===== config.mk =====
export PLATFORM = sky130hd
export DESIGN_NAME = march_c_memory_test_sequencer
export DESIGN_NICKNAME = d
export VERILOG_FILES = /design/src/mcms_pkg.sv /design/src/mcms_addr.sv /design/src/mcms_core.sv /design/src/march_c_memory_test_sequencer.sv
export SDC_FILE = /design/constraint.sdc
export NUM_CORES = 1
export LEC_CHECK = 0
export ABC_AREA = 0
export BUFFER_PORTS_ARGS = -buffer_cell sky130_fd_sc_hd__buf_2
export CORE_UTILIZATION = 45
export DETAILED_ROUTE_END_ITERATION = 7
export PLACE_DENSITY_LB_ADDON = 0.25
export SLEW_MARGIN = 20
export SYNTH_ARGS = -nofsm -noshare
export SYNTH_HDL_FRONTEND = slang
export SYNTH_SLANG_ARGS = --single-unit

===== constraint.sdc =====
create_clock -name clk_i -period 20.4 [get_ports clk_i]
set_clock_uncertainty 0.05 [all_clocks]
set_input_delay 1.02 -clock clk_i [delete_from_list [all_inputs] [get_ports clk_i]]
set_output_delay 1.02 -clock clk_i [all_outputs]
set_load 0.005 [all_outputs]

===== src/mcms_pkg.sv =====
// ----------------------------------------------------------------------------
// mcms_pkg
// shared types and codes of the march c memory test sequencer
// ----------------------------------------------------------------------------
`timescale 1ns / 1ps
`default_nettype none

package mcms_pkg;

  // field widths of the stream and register interfaces
  localparam int unsigned ADDR_W      = 32;
  localparam int unsigned BYTE_W      = 8;
  localparam int unsigned REG_SIZE_W  = 21;
  localparam int unsigned KIND_W      = 2;
  localparam int unsigned CFG_IDX_W   = 2;
  localparam int unsigned CFG_DATA_W  = 32;
  localparam int unsigned IN_DATA_W   = 8;
  localparam int unsigned OUT_DATA_W  = 128;

  // reset values of the configuration registers
  localparam logic [ADDR_W-1:0]     RST_REGION_START = '0;
  localparam logic [REG_SIZE_W-1:0] RST_REGION_SIZE  = REG_SIZE_W'(1);
  localparam logic [BYTE_W-1:0]     RST_BACKGROUND   = 8'h55;

  // configuration register indexes
  typedef enum logic [CFG_IDX_W-1:0] {
    CFG_REGION_START = 2'd0,
    CFG_REGION_SIZE  = 2'd1,
    CFG_BACKGROUND   = 2'd2
  } cfg_idx_e;

  // request kinds
  typedef enum logic [KIND_W-1:0] {
    KIND_START = 2'd0,
    KIND_STEP  = 2'd1,
    KIND_ABORT = 2'd2,
    KIND_NOP   = 2'd3
  } kind_e;

  // run status as reported
  typedef enum logic [2:0] {
    ST_NOT_RUN = 3'd0,
    ST_RUNNING = 3'd1,
    ST_PASSED  = 3'd2,
    ST_FAILED  = 3'd3,
    ST_ABORTED = 3'd4
  } status_e;

  // march c elements in execution order
  typedef enum logic [2:0] {
    EL_UP_W0   = 3'd0,
    EL_UP_R0W1 = 3'd1,
    EL_UP_R1W0 = 3'd2,
    EL_DN_R0W1 = 3'd3,
    EL_DN_R1W0 = 3'd4,
    EL_UP_R0   = 3'd5
  } element_e;

  typedef struct packed {
    logic [ADDR_W-1:0]     region_start;
    logic [REG_SIZE_W-1:0] region_size;
    logic [BYTE_W-1:0]     background;
  } cfg_t;

  typedef struct packed {
    logic                  write_enable;
    logic [ADDR_W-1:0]     access_address;
    logic [BYTE_W-1:0]     write_byte;
    logic [ADDR_W-1:0]     next_address;
    status_e               status;
    logic [ADDR_W-1:0]     fail_address;
    logic [BYTE_W-1:0]     expected_byte;
    logic [BYTE_W-1:0]     actual_byte;
  } result_t;

endpackage

`default_nettype wire


===== src/mcms_addr.sv =====
// ----------------------------------------------------------------------------
// mcms_addr
// test address from element, offset, effective size and region start
// ----------------------------------------------------------------------------
`timescale 1ns / 1ps
`default_nettype none

module mcms_addr #(
  parameter int unsigned SIZE_W    = 21,
  parameter int unsigned ADDR_BITS = 32
) (
  input  wire mcms_pkg::element_e             element_i,
  input  wire logic [SIZE_W-1:0]              offset_i,
  input  wire logic [SIZE_W-1:0]              size_i,
  input  wire logic [mcms_pkg::ADDR_W-1:0]    start_i,
  output logic      [mcms_pkg::ADDR_W-1:0]    addr_o
);

  localparam int unsigned AW = (ADDR_BITS < mcms_pkg::ADDR_W) ? ADDR_BITS : mcms_pkg::ADDR_W;
  localparam logic [mcms_pkg::ADDR_W-1:0] MASK =
    mcms_pkg::ADDR_W'((64'd1 << AW) - 64'd1);

  logic                          descending;
  logic [mcms_pkg::ADDR_W-1:0]   pos;

  assign descending = (element_i == mcms_pkg::EL_DN_R0W1) ||
                      (element_i == mcms_pkg::EL_DN_R1W0);

  // descending elements walk from the top of the region
  assign pos = descending
             ? (mcms_pkg::ADDR_W'(size_i) - mcms_pkg::ADDR_W'(1) - mcms_pkg::ADDR_W'(offset_i))
             : mcms_pkg::ADDR_W'(offset_i);

  assign addr_o = (start_i + pos) & MASK;

endmodule

`default_nettype wire


===== src/mcms_core.sv =====
// ----------------------------------------------------------------------------
// mcms_core
// march c run state and single-request step logic
// ----------------------------------------------------------------------------
`timescale 1ns / 1ps
`default_nettype none

module mcms_core #(
  parameter int unsigned ADDR_BITS        = 32,
  parameter int unsigned MAX_REGION_BYTES = 1048576
) (
  input  wire logic                              clk_i,
  input  wire logic                              rst_ni,
  input  wire logic                              fire_i,
  input  wire mcms_pkg::kind_e                   kind_i,
  input  wire logic [mcms_pkg::BYTE_W-1:0]       read_byte_i,
  input  wire mcms_pkg::cfg_t                    cfg_i,
  output mcms_pkg::result_t                      result_o
);

  localparam int unsigned SIZE_W = $clog2(MAX_REGION_BYTES + 1);
  localparam int unsigned CMP_W  = (SIZE_W > mcms_pkg::REG_SIZE_W) ? SIZE_W
                                                                    : mcms_pkg::REG_SIZE_W;
  localparam logic [CMP_W-1:0] MAX_SIZE = CMP_W'(MAX_REGION_BYTES);

  mcms_pkg::element_e               element_q, element_d;
  logic [SIZE_W-1:0]                offset_q, offset_d;
  mcms_pkg::status_e                status_q, status_d;
  logic [mcms_pkg::ADDR_W-1:0]      fail_addr_q, fail_addr_d;
  logic [mcms_pkg::BYTE_W-1:0]      expected_q, expected_d;
  logic [mcms_pkg::BYTE_W-1:0]      actual_q, actual_d;

  logic [CMP_W-1:0]                 size_ext;
  logic [SIZE_W-1:0]                size_eff;
  logic [mcms_pkg::BYTE_W-1:0]      bg;
  logic [mcms_pkg::BYTE_W-1:0]      inv;
  logic [mcms_pkg::BYTE_W-1:0]      expect_byte;
  logic [mcms_pkg::ADDR_W-1:0]      cur_addr;
  logic [mcms_pkg::ADDR_W-1:0]      nxt_addr;
  logic                             last_in_element;
  logic                             we;
  logic [mcms_pkg::BYTE_W-1:0]      wbyte;
  logic [mcms_pkg::ADDR_W-1:0]      acc_addr;

  // zero size counts as one byte, large sizes saturate
  always_comb begin
    size_ext = CMP_W'(cfg_i.region_size);
    if (size_ext == '0) begin
      size_ext = CMP_W'(1);
    end else if (size_ext > MAX_SIZE) begin
      size_ext = MAX_SIZE;
    end
  end
  assign size_eff = SIZE_W'(size_ext);

  assign bg  = cfg_i.background;
  assign inv = ~cfg_i.background;

  assign expect_byte = ((element_q == mcms_pkg::EL_UP_R1W0) ||
                        (element_q == mcms_pkg::EL_DN_R1W0)) ? inv : bg;

  assign last_in_element = ({1'b0, offset_q} + (SIZE_W + 1)'(1)) >= {1'b0, size_eff};

  mcms_addr #(
    .SIZE_W    (SIZE_W),
    .ADDR_BITS (ADDR_BITS)
  ) u_cur_addr (
    .element_i (element_q),
    .offset_i  (offset_q),
    .size_i    (size_eff),
    .start_i   (cfg_i.region_start),
    .addr_o    (cur_addr)
  );

  mcms_addr #(
    .SIZE_W    (SIZE_W),
    .ADDR_BITS (ADDR_BITS)
  ) u_nxt_addr (
    .element_i (element_d),
    .offset_i  (offset_d),
    .size_i    (size_eff),
    .start_i   (cfg_i.region_start),
    .addr_o    (nxt_addr)
  );

  always_comb begin
    element_d   = element_q;
    offset_d    = offset_q;
    status_d    = status_q;
    fail_addr_d = fail_addr_q;
    expected_d  = expected_q;
    actual_d    = actual_q;
    we          = 1'b0;
    wbyte       = '0;
    acc_addr    = '0;

    unique case (kind_i)
      mcms_pkg::KIND_START: begin
        if (status_q != mcms_pkg::ST_RUNNING) begin
          element_d   = mcms_pkg::EL_UP_W0;
          offset_d    = '0;
          status_d    = mcms_pkg::ST_RUNNING;
          fail_addr_d = '0;
          expected_d  = '0;
          actual_d    = '0;
        end
      end
      mcms_pkg::KIND_ABORT: begin
        if (status_q == mcms_pkg::ST_RUNNING) begin
          status_d = mcms_pkg::ST_ABORTED;
        end
      end
      mcms_pkg::KIND_STEP: begin
        if (status_q == mcms_pkg::ST_RUNNING) begin
          acc_addr = cur_addr;
          if ((element_q != mcms_pkg::EL_UP_W0) && (read_byte_i != expect_byte)) begin
            // first mismatch ends the run
            status_d    = mcms_pkg::ST_FAILED;
            fail_addr_d = cur_addr;
            expected_d  = expect_byte;
            actual_d    = read_byte_i;
          end else begin
            unique case (element_q)
              mcms_pkg::EL_UP_W0,
              mcms_pkg::EL_UP_R1W0,
              mcms_pkg::EL_DN_R1W0: begin
                we    = 1'b1;
                wbyte = bg;
              end
              mcms_pkg::EL_UP_R0W1,
              mcms_pkg::EL_DN_R0W1: begin
                we    = 1'b1;
                wbyte = inv;
              end
              default: begin
                we    = 1'b0;
                wbyte = '0;
              end
            endcase
            if (last_in_element) begin
              offset_d = '0;
              if (element_q >= mcms_pkg::EL_UP_R0) begin
                element_d = mcms_pkg::EL_UP_W0;
                status_d  = mcms_pkg::ST_PASSED;
              end else begin
                element_d = mcms_pkg::element_e'(element_q + 3'd1);
              end
            end else begin
              offset_d = offset_q + SIZE_W'(1);
            end
          end
        end
      end
      default: begin
        // no operation
      end
    endcase
  end

  always_comb begin
    result_o.write_enable   = we;
    result_o.access_address = acc_addr;
    result_o.write_byte     = wbyte;
    result_o.next_address   = (status_d == mcms_pkg::ST_RUNNING) ? nxt_addr : '0;
    result_o.status         = status_d;
    result_o.fail_address   = fail_addr_d;
    result_o.expected_byte  = expected_d;
    result_o.actual_byte    = actual_d;
  end

  always_ff @(posedge clk_i or negedge rst_ni) begin
    if (!rst_ni) begin
      element_q   <= mcms_pkg::EL_UP_W0;
      offset_q    <= '0;
      status_q    <= mcms_pkg::ST_NOT_RUN;
      fail_addr_q <= '0;
      expected_q  <= '0;
      actual_q    <= '0;
    end else if (fire_i) begin
      element_q   <= element_d;
      offset_q    <= offset_d;
      status_q    <= status_d;
      fail_addr_q <= fail_addr_d;
      expected_q  <= expected_d;
      actual_q    <= actual_d;
    end
  end

endmodule

`default_nettype wire


===== src/march_c_memory_test_sequencer.sv =====
// ----------------------------------------------------------------------------
// march_c_memory_test_sequencer
// byte-wide march c test sequencer driven one memory access per request
// ----------------------------------------------------------------------------
// The block runs (w0) up(r0,w1) up(r1,w0) down(r0,w1) down(r1,w0) up(r0)
// over the configured region, where 0 is the background byte and 1 its
// complement. A start request arms a run, each step request carries the byte
// read at the address last reported as next_address and returns the write to
// do there, the address checked and the next address; abort ends a run. The
// first mismatch stops the run and latches address, expected and actual
// byte. Every request gives exactly one result. Throughput is one request per
// clock while the result side is ready; a request passes the input register
// and then the result register, with the step logic between them. Either
// stream side may stall freely. Region registers may be rewritten between
// requests and apply to the next request.
`timescale 1ns / 1ps
`default_nettype none

module march_c_memory_test_sequencer #(
  parameter int unsigned ADDR_BITS        = 32,
  parameter int unsigned MAX_REGION_BYTES = 1048576
) (
  input  wire logic                                 clk_i,
  input  wire logic                                 rst_ni,

  // configuration writes
  input  wire logic                                 cfg_we_i,
  input  wire logic [mcms_pkg::CFG_IDX_W-1:0]       cfg_idx_i,
  input  wire logic [mcms_pkg::CFG_DATA_W-1:0]      cfg_wdata_i,

  // request stream
  input  wire logic                                 s_axis_tvalid,
  output logic                                      s_axis_tready,
  input  wire logic [mcms_pkg::IN_DATA_W-1:0]       s_axis_tdata,  // [7:0] read_byte
  input  wire logic [mcms_pkg::KIND_W-1:0]          s_axis_tuser,  // [1:0] kind

  // result stream
  output logic                                      m_axis_tvalid,
  input  wire logic                                 m_axis_tready,
  // [0] write_enable, [32:1] access_address, [40:33] write_byte,
  // [72:41] next_address, [75:73] status, [107:76] fail_address,
  // [115:108] expected_byte, [123:116] actual_byte, [127:124] zero
  output logic [mcms_pkg::OUT_DATA_W-1:0]           m_axis_tdata
);

  localparam int unsigned RES_W = $bits(mcms_pkg::result_t);

  mcms_pkg::cfg_t                    cfg_q;

  // input register
  logic                              in_vld_q;
  mcms_pkg::kind_e                   in_kind_q;
  logic [mcms_pkg::BYTE_W-1:0]       in_rbyte_q;

  // result register
  logic                              out_vld_q;
  mcms_pkg::result_t                 out_q;

  mcms_pkg::result_t                 result;
  logic                              fire;
  logic                              in_take;

  // step when the input stage holds a request and the result slot frees up
  assign fire          = in_vld_q && (!out_vld_q || m_axis_tready);
  assign s_axis_tready = !in_vld_q || fire;
  assign in_take       = s_axis_tvalid && s_axis_tready;

  // configuration registers, indexes past the list are dropped
  always_ff @(posedge clk_i or negedge rst_ni) begin
    if (!rst_ni) begin
      cfg_q.region_start <= mcms_pkg::RST_REGION_START;
      cfg_q.region_size  <= mcms_pkg::RST_REGION_SIZE;
      cfg_q.background   <= mcms_pkg::RST_BACKGROUND;
    end else if (cfg_we_i) begin
      unique case (cfg_idx_i)
        mcms_pkg::CFG_REGION_START: cfg_q.region_start <= cfg_wdata_i;
        mcms_pkg::CFG_REGION_SIZE:
          cfg_q.region_size <= cfg_wdata_i[mcms_pkg::REG_SIZE_W-1:0];
        mcms_pkg::CFG_BACKGROUND:
          cfg_q.background <= cfg_wdata_i[mcms_pkg::BYTE_W-1:0];
        default: begin
          // unmapped index
        end
      endcase
    end
  end

  // input stage valid
  always_ff @(posedge clk_i or negedge rst_ni) begin
    if (!rst_ni) begin
      in_vld_q <= 1'b0;
    end else if (in_take) begin
      in_vld_q <= 1'b1;
    end else if (fire) begin
      in_vld_q <= 1'b0;
    end
  end

  // input stage payload
  always_ff @(posedge clk_i) begin
    if (in_take) begin
      in_kind_q  <= mcms_pkg::kind_e'(s_axis_tuser);
      in_rbyte_q <= s_axis_tdata[mcms_pkg::BYTE_W-1:0];
    end
  end

  mcms_core #(
    .ADDR_BITS        (ADDR_BITS),
    .MAX_REGION_BYTES (MAX_REGION_BYTES)
  ) u_core (
    .clk_i       (clk_i),
    .rst_ni      (rst_ni),
    .fire_i      (fire),
    .kind_i      (in_kind_q),
    .read_byte_i (in_rbyte_q),
    .cfg_i       (cfg_q),
    .result_o    (result)
  );

  // result stage valid
  always_ff @(posedge clk_i or negedge rst_ni) begin
    if (!rst_ni) begin
      out_vld_q <= 1'b0;
    end else if (fire) begin
      out_vld_q <= 1'b1;
    end else if (m_axis_tready) begin
      out_vld_q <= 1'b0;
    end
  end

  // result stage payload
  always_ff @(posedge clk_i) begin
    if (fire) begin
      out_q <= result;
    end
  end

  assign m_axis_tvalid = out_vld_q;

  // pack fields from the lowest bit up
  assign m_axis_tdata = {
    (mcms_pkg::OUT_DATA_W - RES_W)'(0),
    out_q.actual_byte,
    out_q.expected_byte,
    out_q.fail_address,
    out_q.status,
    out_q.next_address,
    out_q.write_byte,
    out_q.access_address,
    out_q.write_enable
  };

  // a stepped request always lands in the result register
  a_fire_fills: assert property (@(posedge clk_i) disable iff (!rst_ni)
    fire |=> out_vld_q)
    else $error("stepped request did not reach the result register");

  // a write only comes from a step that did not fail
  a_write_status: assert property (@(posedge clk_i) disable iff (!rst_ni)
    out_vld_q && out_q.write_enable |->
      (out_q.status == mcms_pkg::ST_RUNNING) || (out_q.status == mcms_pkg::ST_PASSED))
    else $error("write issued outside a good step");

  // next address only reported during a run
  a_next_idle: assert property (@(posedge clk_i) disable iff (!rst_ni)
    out_vld_q && (out_q.status != mcms_pkg::ST_RUNNING) |-> out_q.next_address == '0)
    else $error("next address reported without a run");

  // captures stay clear unless the latest run failed
  a_capture_clear: assert property (@(posedge clk_i) disable iff (!rst_ni)
    out_vld_q && (out_q.status != mcms_pkg::ST_FAILED) |->
      (out_q.fail_address == '0) && (out_q.expected_byte == '0) &&
      (out_q.actual_byte == '0))
    else $error("failure capture set without a failed run");

endmodule

`default_nettype wire


Word-level counts from Yosys, hierarchy flattened
Cells that the tools add are included.
{ "word_totals": {"reg_bits": 272} }
{ "classes": {"reduce_logical": 25, "n_lt_le_gt_ge": 3, "eq_ne": 14, "muxes": 41, "add_sub_neg": 8, "bitwise_logic": 3} }
{ "ops": {"columns": ["op", "count"], "rows": [
  ["32-bit 2-to-1 mux", 5],
  ["21-bit 2-to-1 mux", 6],
  ["32-bit adder", 2],
  ["32-bit one-hot mux with 2 select lines", 1],
  ["8-bit 2-to-1 mux", 7],
  ["8-bit one-hot mux with 2 select lines", 3],
  ["21-bit one-hot mux with 2 select lines", 1],
  ["3-bit 2-to-1 mux", 11],
  ["32-bit by 21-bit subtractor with 32-bit output", 1],
  ["22-bit by 22-bit subtractor with 23-bit output", 1],
  ["21-bit by 1-bit adder with 22-bit output (second input constant)", 1],
  ["22-bit by 21-bit >= comparator with 1-bit output", 1],
  ["21-bit by 1-bit subtractor with 22-bit output (second input constant)", 1],
  ["21-bit by 1-bit adder with 21-bit output (second input constant)", 1],
  ["21-bit greater-than comparator (second input constant)", 1],
  ["21-bit zero test", 1],
  ["3-bit by 1-bit equality test with 1-bit output (second input constant)", 3],
  ["3-bit by 2-bit equality test with 1-bit output (second input constant)", 3],
  ["3-bit one-hot mux with 3 select lines", 1],
  ["8-bit inequality test", 1],
  ["8-bit NOT", 1],
  ["2-bit AND reduction", 4],
  ["3-bit equality test (second input constant)", 2],
  ["3-bit one-hot mux with 2 select lines", 1],
  ["17 further kinds", 34]
]} }

Depth between registers and ports, before layout
Gate-level depths: netlist (run 1).
{ "logic_depth": {"word_depth": 12, "ltp_mapped": 44, "mapped_depth_nobuf": 43} }

Hierarchy
A second synthesis (run 1) with hierarchy kept.
{ "hier_totals": {"hier_cells": 1988, "area_unflattened_um2": 18650.4} }
{ "by_module_without_submodules": {"columns": ["module", "cells_per_inst", "area_per_inst_um2", "n_inst"], "rows": [
  ["march_c_memory_test_sequencer", 277, 6448.7, 1],
  ["mcms_core", 809, 5970.7, 1],
  ["mcms_addr at u_core.u_nxt_addr", 469, 3204.3, 1],
  ["mcms_addr at u_core.u_cur_addr", 433, 3026.7, 1]
]} }

Worst setup path after synthesis (run 1)
OpenSTA, ideal clock, no wires.
{ "synth_path": {"kind": "register to register", "startpoint": "register cfg_q[11] in the netlist's numbering", "endpoint": "register out_q, in the netlist m_axis_tdata[71], data pin", "path_slack_ps": 12565, "path_stages_with_launch": 40, "required_ps": 20090, "n_path_buf": 2, "arrival_ps": 7526, "path_cell_list": "dfrtp_1 -> or4_1 -> or3_1 -> or2_1 -> nand2_2 -> a21o_1 -> ha_1 -> nand2b_1 -> a211o_1 -> a41oi_1 -> o21ai_1 -> nor3_2 -> buf_6 -> clkbuf_1 -> a21oi_1 -> o21ai_0 -> a21oi_1 -> ha_1 -> (+4 left out) -> a21o_1 -> a21o_1 -> a21oi_1 -> nor2_1 -> a31oi_2 -> a21oi_1 -> o211a_1 -> a221oi_1 -> ha_1 -> a21oi_1 -> o21ai_0 -> nand2_1 -> nand2_1 -> a21o_1 -> a31oi_1 -> o211a_1 -> o31ai_1 -> mux2_2"} }
{ "synth_via": {"elab_chain_len": 12, "elab_cells_between_ends": 25, "classes_between": "add/sub: 3; order compare: 2; eq/ne: 3; mux: 15; reduce/logical: 2"} }
{ "synth_rtl": {"columns": ["element", "line", "text"], "rows": [
  ["start, declared", "march_c_memory_test_sequencer.sv:48", "mcms_pkg::cfg_t cfg_q;"],
  ["21-bit greater-than comparator", "mcms_core.sv:50", "end else if (size_ext > MAX_SIZE) begin"],
  ["21-bit 2-to-1 mux", "mcms_core.sv:50", null],
  ["21-bit 2-to-1 mux *", "mcms_core.sv:48", "if (size_ext == '0) begin"],
  ["branches (longest 9 deep; another with 32-bit by 21-bit subtractor with 32-bit output)", null, null],
  ["end signal, assigned", "march_c_memory_test_sequencer.sv:134", "out_q <= result;"],
  ["end, declared", "march_c_memory_test_sequencer.sv:57", "mcms_pkg::result_t out_q;"]
]} }
Mark *: on every way between the ends.
A chain may end at the register's enable or synchronous reset.

Final worst setup path (run 1)
Same ends and word-level chain as after synthesis.

==> run_results.csv, run 1 <==
group,metric,value,unit
clocking,clock_tree.root_cell,"sky130_fd_sc_hd__clkbuf_16",
clocking,holdBufCountCts,0,
worst_setup_path,critical_path.n_buffers_inverters,2,
sta,final.period_utilization,44.8,%
clocking,cts.reportedPaths.clkPinSlew,0.07,ns
floorplan,io-pin-count,179,
drt,detail_routed_net_length_per_standard_cell,20.7,um
worst_setup_path,cp-start-kind,"flip-flop",
sta,setup-violations-final,0,
floorplan,initial_core_util,45.6,%
worst_setup_path,crit_arrival,9.44,ns
worst_setup_path,rr_endpoint,"m_axis_tdata[71]$_SDFFCE_PP0P_",
floorplan,dieHeight,202,um
global_routing,grt_usage,26.1,%
clocking,cts_sinks,272,
worst_setup_path,worstRegToRegCells,39,
synth,count_of_flip_flops_with_a_built_in_enable_after_synthesis,134,
worst_setup_path,crit_path_top_delay_cell,"sky130_fd_sc_hd__nor3_4",
cells_and_area,antenna-diode-count,0,
min_path,worstHoldPathType,"in -> async",
drt,drtIter0Drc,1120,
global_routing,grt_pass1_vias,14508,
floorplan,die_area,41000,um^2
global_routing,grt_first_pass_wirelength,83.5,mm
worst_setup_path,path_depth,39,
sta,rsz0062_at_grt,"false",
cells_and_area,drive_gt1_share,17.1,%
placed_design,port_buffers,174,
power,power_density,126,nW/um^2
cells_and_area,layout.nets,2221,
drt,detail_route.wirelength,53.6,mm
sta,achievable-frequency,0.109,GHz
clocking,h-tree-depth,1,
drt,dr_total_vias,15078,
sta,maxSlewViolCount,0,
drt,detail_route.drc_violations,0,
clocking,tritoncts,"built",
clocking,cts_post_setup_buffers_inserted,0,
worst_setup_path,crit_path_max_incr_delay,0.81,ns
global_routing,pin_count_of_the_biggest_net_entering_global_routing,99,
synth,synth.avg_cell_area,9.57,um^2
synth,synth_seq_cells,272,
worst_setup_path,timing.critical_path.max_delay_family,"compound AO/OA/AOI/OAI gates",
job,timing.max_cap.violations,0,
cells_and_area,instances_no_fill,2586,
worst_setup_path,crit_top_cell,"sky130_fd_sc_hd__a21oi_1",
worst_setup_path,reg2reg_slack,11.25,ns
clocking,post_cts.resized_instances,0,
synth,ys_types,101,
worst_setup_path,critical_path_peak_fanout,20,
power,finalPower,2.59,mW
worst_setup_path,critPathKind,"reg -> reg",
drt,vias_per_cell,5.83,
drt,antenna_violating_nets_post_route,0,
floorplan,core_area,39600,um^2
global_routing,grt_antenna_before_repair,2,
power,leakage_power,8.91,nW
sta,transition_time_at_the_pin_with_the_least_slew_margin,1.01,ns
clocking,clock_tree.buffer_depth,3,
synth,ys.warnings.count,0,
worst_setup_path,worst_ep_required_time,20.69,ns
synth,asyncSetResetFlopFracSynth,50.7,%
cells_and_area,synthToLayoutAreaGrowth,13.3,%
power,worst_ir_drop_vdd,0.0881,mV
sta,finalWorstPathRequiredPeriod,9.15,ns
synth,syn_inst,1890,
sta,max_slew_margin,32.1,%
drt,detail_route.first_pass.iterations,7,
sta,report.final.hold_viol_count,0,
worst_setup_path,rr_startpoint,"cfg_q[11]$_DFFE_PN0P_",
synth,main_flop_type_after_synthesis,"sky130_fd_sc_hd__edfxtp_1",
synth,syn_std_cell_area,18100,um^2
synth,yosysSeqAreaShare,41.4,%
cells_and_area,final_core_util,51.7,%
clocking,tritoncts.num_buffers,30,
floorplan,std_cell_rows,73,
sta,timing.setup.tns,0,ns
sta,final.hold.worst_slack,0.409,ns
placed_design,dp_hpwl,40.6,mm
worst_setup_path,crit_end,"m_axis_tdata[71]$_SDFFCE_PP0P_",
worst_setup_path,cp-startpoint,"cfg_q[11]$_DFFE_PN0P_",
worst_setup_path,timing.critical_path.to_type,"flip-flop",
global_routing,globalRoute.totalOverflow,0,
floorplan,fp.dieW,202,um
placed_design,gpl.final_weighted_congestion,0.959,
outcome,run_status,"complete, no violations",
placed_design,dp.cells,2530,
clocking,clk-insertion-delay-late,0.60,ns
==> registers in the layout, summed over array words and instances, names as in the netlist <==
| register | cells |
|---|---|
| m_axis_tdata | 124 |
| u_core.expected_q | 8 |
| in_kind_q | 2 |
| u_core.status_q | 3 |
| cfg_q | 61 |
| u_core.offset_q | 21 |
| u_core.fail_addr_q | 32 |
| u_core.element_q | 3 |
| u_core.actual_q | 8 |
| m_axis_tvalid | 1 |
| in_vld_q | 1 |
| in_rbyte_q | 8 |
==> worst min-delay path by stage <==
stage                                         end                          startpoint  slack [ns]
2_1_floorplan  u_core.fail_addr_q[10]$_DFFE_PN0P_  u_core.fail_addr_q[10]$_DFFE_PN0P_        0.40
3_3_place_gp    u_core.fail_addr_q[4]$_DFFE_PN0P_   u_core.fail_addr_q[4]$_DFFE_PN0P_        0.41
3_5_place_dp    u_core.fail_addr_q[9]$_DFFE_PN0P_   u_core.fail_addr_q[9]$_DFFE_PN0P_        0.41
4_1_cts        u_core.fail_addr_q[25]$_DFFE_PN0P_  u_core.fail_addr_q[25]$_DFFE_PN0P_        0.43
5_1_grt        u_core.fail_addr_q[26]$_DFFE_PN0P_  u_core.fail_addr_q[26]$_DFFE_PN0P_        0.45
6_report           u_core.status_q[0]$_DFFE_PN0P_                              rst_ni        0.41
==> synth_stat cells (11+ instances only) <==
| master | number | area share (%) |
|---|---|---|
| sky130_fd_sc_hd__a211o_1 | 11 | 0.53 |
| sky130_fd_sc_hd__a211oi_1 | 16 | 0.66 |
| sky130_fd_sc_hd__a21o_1 | 31 | 1.3 |
| sky130_fd_sc_hd__a21oi_1 | 119 | 3.3 |
| sky130_fd_sc_hd__a22o_1 | 41 | 2.0 |
| sky130_fd_sc_hd__a31oi_1 | 20 | 0.69 |
| sky130_fd_sc_hd__and2_1 | 23 | 0.80 |
| sky130_fd_sc_hd__and3_1 | 17 | 0.59 |
| sky130_fd_sc_hd__clkbuf_1 | 55 | 1.1 |
| sky130_fd_sc_hd__dfrtp_1 | 133 | 18 |
| sky130_fd_sc_hd__edfxtp_1 | 134 | 22 |
| sky130_fd_sc_hd__ha_1 | 131 | 9.1 |
| sky130_fd_sc_hd__inv_1 | 92 | 1.9 |
| sky130_fd_sc_hd__mux2_2 | 68 | 4.2 |
| sky130_fd_sc_hd__nand2_1 | 251 | 5.2 |
| sky130_fd_sc_hd__nand2b_1 | 23 | 0.80 |
| sky130_fd_sc_hd__nand3_1 | 50 | 1.4 |
| sky130_fd_sc_hd__nand4_1 | 14 | 0.48 |
| sky130_fd_sc_hd__nor2_1 | 127 | 2.6 |
| sky130_fd_sc_hd__nor3_1 | 46 | 1.3 |
| sky130_fd_sc_hd__o21a_1 | 18 | 0.75 |
| sky130_fd_sc_hd__o21ai_0 | 113 | 3.1 |
| sky130_fd_sc_hd__o21bai_1 | 22 | 0.91 |
| sky130_fd_sc_hd__o31ai_1 | 23 | 0.95 |
| sky130_fd_sc_hd__or3_1 | 14 | 0.48 |
| sky130_fd_sc_hd__xnor2_1 | 87 | 4.2 |
| sky130_fd_sc_hd__xor2_1 | 22 | 1.1 |
==> power by group <==
| part | leakage (nW) | internal (mW) | switching, mW | total, mW |
|---|---|---|---|---|
| Sequential | 3.10 | 0.710 | 0.0920 | 0.802 |
| Clock | 0.501 | 0.324 | 0.242 | 0.566 |
| Combinational | 5.31 | 0.483 | 0.737 | 1.22 |
| Total | 8.91 | 1.52 | 1.07 | 2.59 |
==> per-stage QoR <==
stage	cell area (um^2)	setup WS [ns]
floorplan	18100	12.56
global placement	19400	11.53
detailed placement	19400	11.39
CTS	20500	11.34
global route	20500	10.42
finish	20500	11.25
==> placed cells by master, fill, tap and decap left out, drive strengths merged, types with 21 or more instances in the layout <==
cell,n
a21o,31
a21oi,120
a22o,41
a31oi,21
and2,23
buf,185
clkbuf,31
dfrtp,133
edfxtp,134
ha,131
inv,96
mux2,69
nand2,252
nand2b,23
nand3,50
nor2,128
nor3,47
o21ai,121
o21bai,22
o31ai,25
xnor2,87
xor2,24
==> worst reg2reg max path, delay by kind of cell, from the launching register on <==
kind	cells	cell delay, ns
flip-flops	1	0.43
adder cells (fa/ha/maj)	3	0.99
AO/OA/AOI/OAI	22	3.98
AND/OR/NAND/NOR	11	2.92
buffers and inverters	2	0.26
multiplexers	1	0.28
==> layout make-up <==
type | instances | area [um^2]
clock buffer | 31 | 754
clock inverter | 25 | 282
fill | 3600 | 19200
inverter | 94 | 358
multi-input combinational | 1454 | 9990
sequential | 272 | 7480
tap | 525 | 657
timing repair buffer | 185 | 963
==> cells by family (layout without fill, tap and decap cells) <==
group | after synthesis | count (layout) | share of synthesized area, %
AND/OR/NAND/NOR | 620 | 620 | 16.0
other | 1 | 4 | 0.0207
AO/OA/AOI/OAI | 502 | 502 | 18.8
buffers and inverters | 167 | 335 | 3.67
adder cells (fa/ha/maj) | 136 | 136 | 9.57
XOR/XNOR | 112 | 112 | 5.58
flip-flops | 272 | 272 | 41.4
multiplexers | 80 | 80 | 5.00
==> layer usage <==
| layer | vias up | global-route usage, % | share of wire, % |
|---|---|---|---|
| met5 | - | 0 | 0 |
| met3 | 72 | 3.23 | 6.6 |
| met4 | 0 | 5.56 | 1.8 |
| li1 | 7182 | - | - |
| met1 | 7333 | 38.7 | 47 |
| met2 | 491 | 40.6 | 44 |
(Power assumes the default switching activity.)
==> run 2: changes to the inputs <==
clock period = 9.6 ns   (was 20.4 ns; I/O delays follow)
==> run 2 against run 1 <==
Final area up 0.65%. Register-to-register slack worse by 11 ns. Wire length down 2.0%.
==> run_results.csv, run 2 (synthesis gave the netlist of run 1 again) <==
group,metric,value,unit
outcome,run_status,"complete, no violations",
placed_design,dp_hpwl,40.1,mm
cells_and_area,largest_reg_flops,124,
worst_setup_path,cp-start-kind,"flip-flop",
placed_design,place_worst_setup_slack,0.796,ns
placed_design,cell_area_placed,19500,um^2
floorplan,core_area,39600,um^2
cells_and_area,layout.cell_area.non_filler,20600,um^2
cells_and_area,instances_no_fill,2605,
worst_setup_path,crit_path_top_delay_cell,"sky130_fd_sc_hd__or4_1",
clocking,clk-insertion-delay-late,0.60,ns
cells_and_area,drive_gt1_share,17.4,%
drt,dr_total_vias,15065,
drt,drtIter0Drc,1233,
sta,setup-violations-final,0,
drt,detail_route.drc_violations,0,
global_routing,pin_count_of_the_biggest_net_entering_global_routing,124,
drt,detail_route.first_pass.iterations,5,
sta,final.hold.worst_slack,0.0241,ns
worst_setup_path,crit_path_max_incr_delay,0.58,ns
global_routing,grt_antenna_before_repair,1,
cells_and_area,antenna-diode-count,0,
power,worst_ir_drop_vdd,0.157,mV
sta,rsz0062_at_grt,"false",
sta,transition_time_at_the_pin_with_the_least_slew_margin,1.04,ns
worst_setup_path,path_depth,34,
worst_setup_path,worstRegToRegCells,34,
min_path,min_path_cells,1,
worst_setup_path,critPathKind,"reg -> reg",
clocking,tritoncts.num_buffers,30,
cells_and_area,layout.nets,2240,
worst_setup_path,crit_arrival,9.22,ns
global_routing,grt_usage,25.4,%
drt,antenna_violating_nets_post_route,0,
sta,maxSlewViolCount,0,
floorplan,io-pin-count,179,
sta,final.period_utilization,93.0,%
worst_setup_path,timing.critical_path.max_delay_family,"compound AO/OA/AOI/OAI gates",
floorplan,die_area,41000,um^2
drt,detail_route.wirelength,52.6,mm
cells_and_area,synthToLayoutAreaGrowth,14.0,%
min_path,worstHoldPathType,"in -> reg",
sta,finalWorstPathRequiredPeriod,8.93,ns
drt,vias_per_cell,5.78,
worst_setup_path,critical_path.n_buffers_inverters,4,
global_routing,grt_pass1_vias,14082,
sta,report.final.hold_viol_count,0,
worst_setup_path,timing.critical_path.to_type,"flip-flop",
power,leakage_power,8.98,nW
power,finalPower,5.50,mW
floorplan,std_cell_rows,73,
placed_design,dp.cells,2540,
sta,timing.final.ws_setup,0.673,ns
sta,max_slew_margin,30.5,%
cells_and_area,layout.cells.most_common_list,"sky130_fd_sc_hd__nand2_1 (250), sky130_fd_sc_hd__buf_2 (173), sky130_fd_sc_hd__edfxtp_1 (134)",
clocking,clock_tree.root_cell,"sky130_fd_sc_hd__clkbuf_16",
worst_setup_path,worst_ep_required_time,9.90,ns
drt,detail_routed_net_length_per_standard_cell,20.2,um
floorplan,fp.dieW,202,um
cells_and_area,final_core_util,52.0,%
sta,timing.setup.tns,0,ns
floorplan,dieHeight,202,um
worst_setup_path,reg2reg_slack,0.67,ns
clocking,cts_sinks,272,
clocking,h-tree-depth,1,
job,timing.max_cap.violations,0,
cells_and_area,fill_cells,3665,
power,power_density,267,nW/um^2
clocking,clock_tree.buffer_depth,3,
global_routing,globalRoute.totalOverflow,0,
clocking,cts.reportedPaths.clkPinSlew,0.06,ns
worst_setup_path,critical_path_peak_fanout,8,
sta,achievable-frequency,0.112,GHz
placed_design,port_buffers,174,
cells_and_area,most_common_library_cell_in_the_layout_ignoring_fill_and_taps,"sky130_fd_sc_hd__nand2_1",
global_routing,grt_first_pass_wirelength,81.2,mm
placed_design,gpl.final_weighted_congestion,0.958,
clocking,cts_post_setup_buffers_inserted,0,
floorplan,initial_core_util,45.6,%
clocking,tritoncts,"built",
run 2: changes by cell type in the layout (fill, tap and decap cells not counted), moves of 3 or more:
cell / change
sky130_fd_sc_hd__clkbuf_1: +8
sky130_fd_sc_hd__clkbuf_8: +3
sky130_fd_sc_hd__clkinv_1: -6
sky130_fd_sc_hd__buf_4: +10
sky130_fd_sc_hd__dlygate4sd3_1: +9
run 2: where the power goes:
part           internal [mW]  switching, mW
registers               1.51          0.177
logic                   1.04           1.59
clock network          0.675          0.509
total                   3.22           2.27
run 2: area by class of cell:
cell class | instances | area (um^2) | area share, %
well taps | 525 | 657 | 3.19
clock inverters | 13 | 153 | 0.740
inverters | 94 | 360 | 1.75
repair buffers | 204 | 1130 | 5.47
flip-flops and latches | 272 | 7480 | 36.3
multi-input cells | 1454 | 9980 | 48.4
clock buffers | 43 | 851 | 4.13
run 2: worst paths after layout:
path / start / endpoint
worst max-delay path: cfg_q[11]$_DFFE_PN0P_ / m_axis_tdata[71]$_SDFFCE_PP0P_
worst min-delay path: s_axis_tdata[5] / in_rbyte_q[5]$_DFFE_PP_
worst max register to register: cfg_q[11]$_DFFE_PN0P_ / m_axis_tdata[71]$_SDFFCE_PP0P_
worst min register to register: u_core.fail_addr_q[18]$_DFFE_PN0P_ / u_core.fail_addr_q[18]$_DFFE_PN0P_
max in group asynchronous: rst_ni / u_core.fail_addr_q[26]$_DFFE_PN0P_
min in group asynchronous: rst_ni / in_vld_q$_DFFE_PN0P_
run 2: worst reg2reg max path: cells and delay by family (launching register included):
kind / cells / cell delay (ns)
compound gates: 14 / 3.16
buf+inv: 4 / 0.52
simple gates: 11 / 2.66
fa+ha+maj: 4 / 1.56
mux: 1 / 0.28
flops: 1 / 0.44
run 2: metal layers:
layer | part of all wire, % | global-route usage (%) | up-vias | wire length, um
met5 | 0 | 0 | - | 0
met4 | 3.4 | 8.14 | 0 | 1770
met3 | 6.8 | 3.95 | 101 | 3570
met2 | 42 | 37.3 | 529 | 22300
met1 | 47 | 38.1 | 7224 | 25000
li1 | - | - | 7211 | -
run 2: timing repair:
action,in CTS,in global routing
endpoints found under the setup margin,0,0
hold buffers,9,0
resized for setup,0,0
hold endpoints to repair,75,0
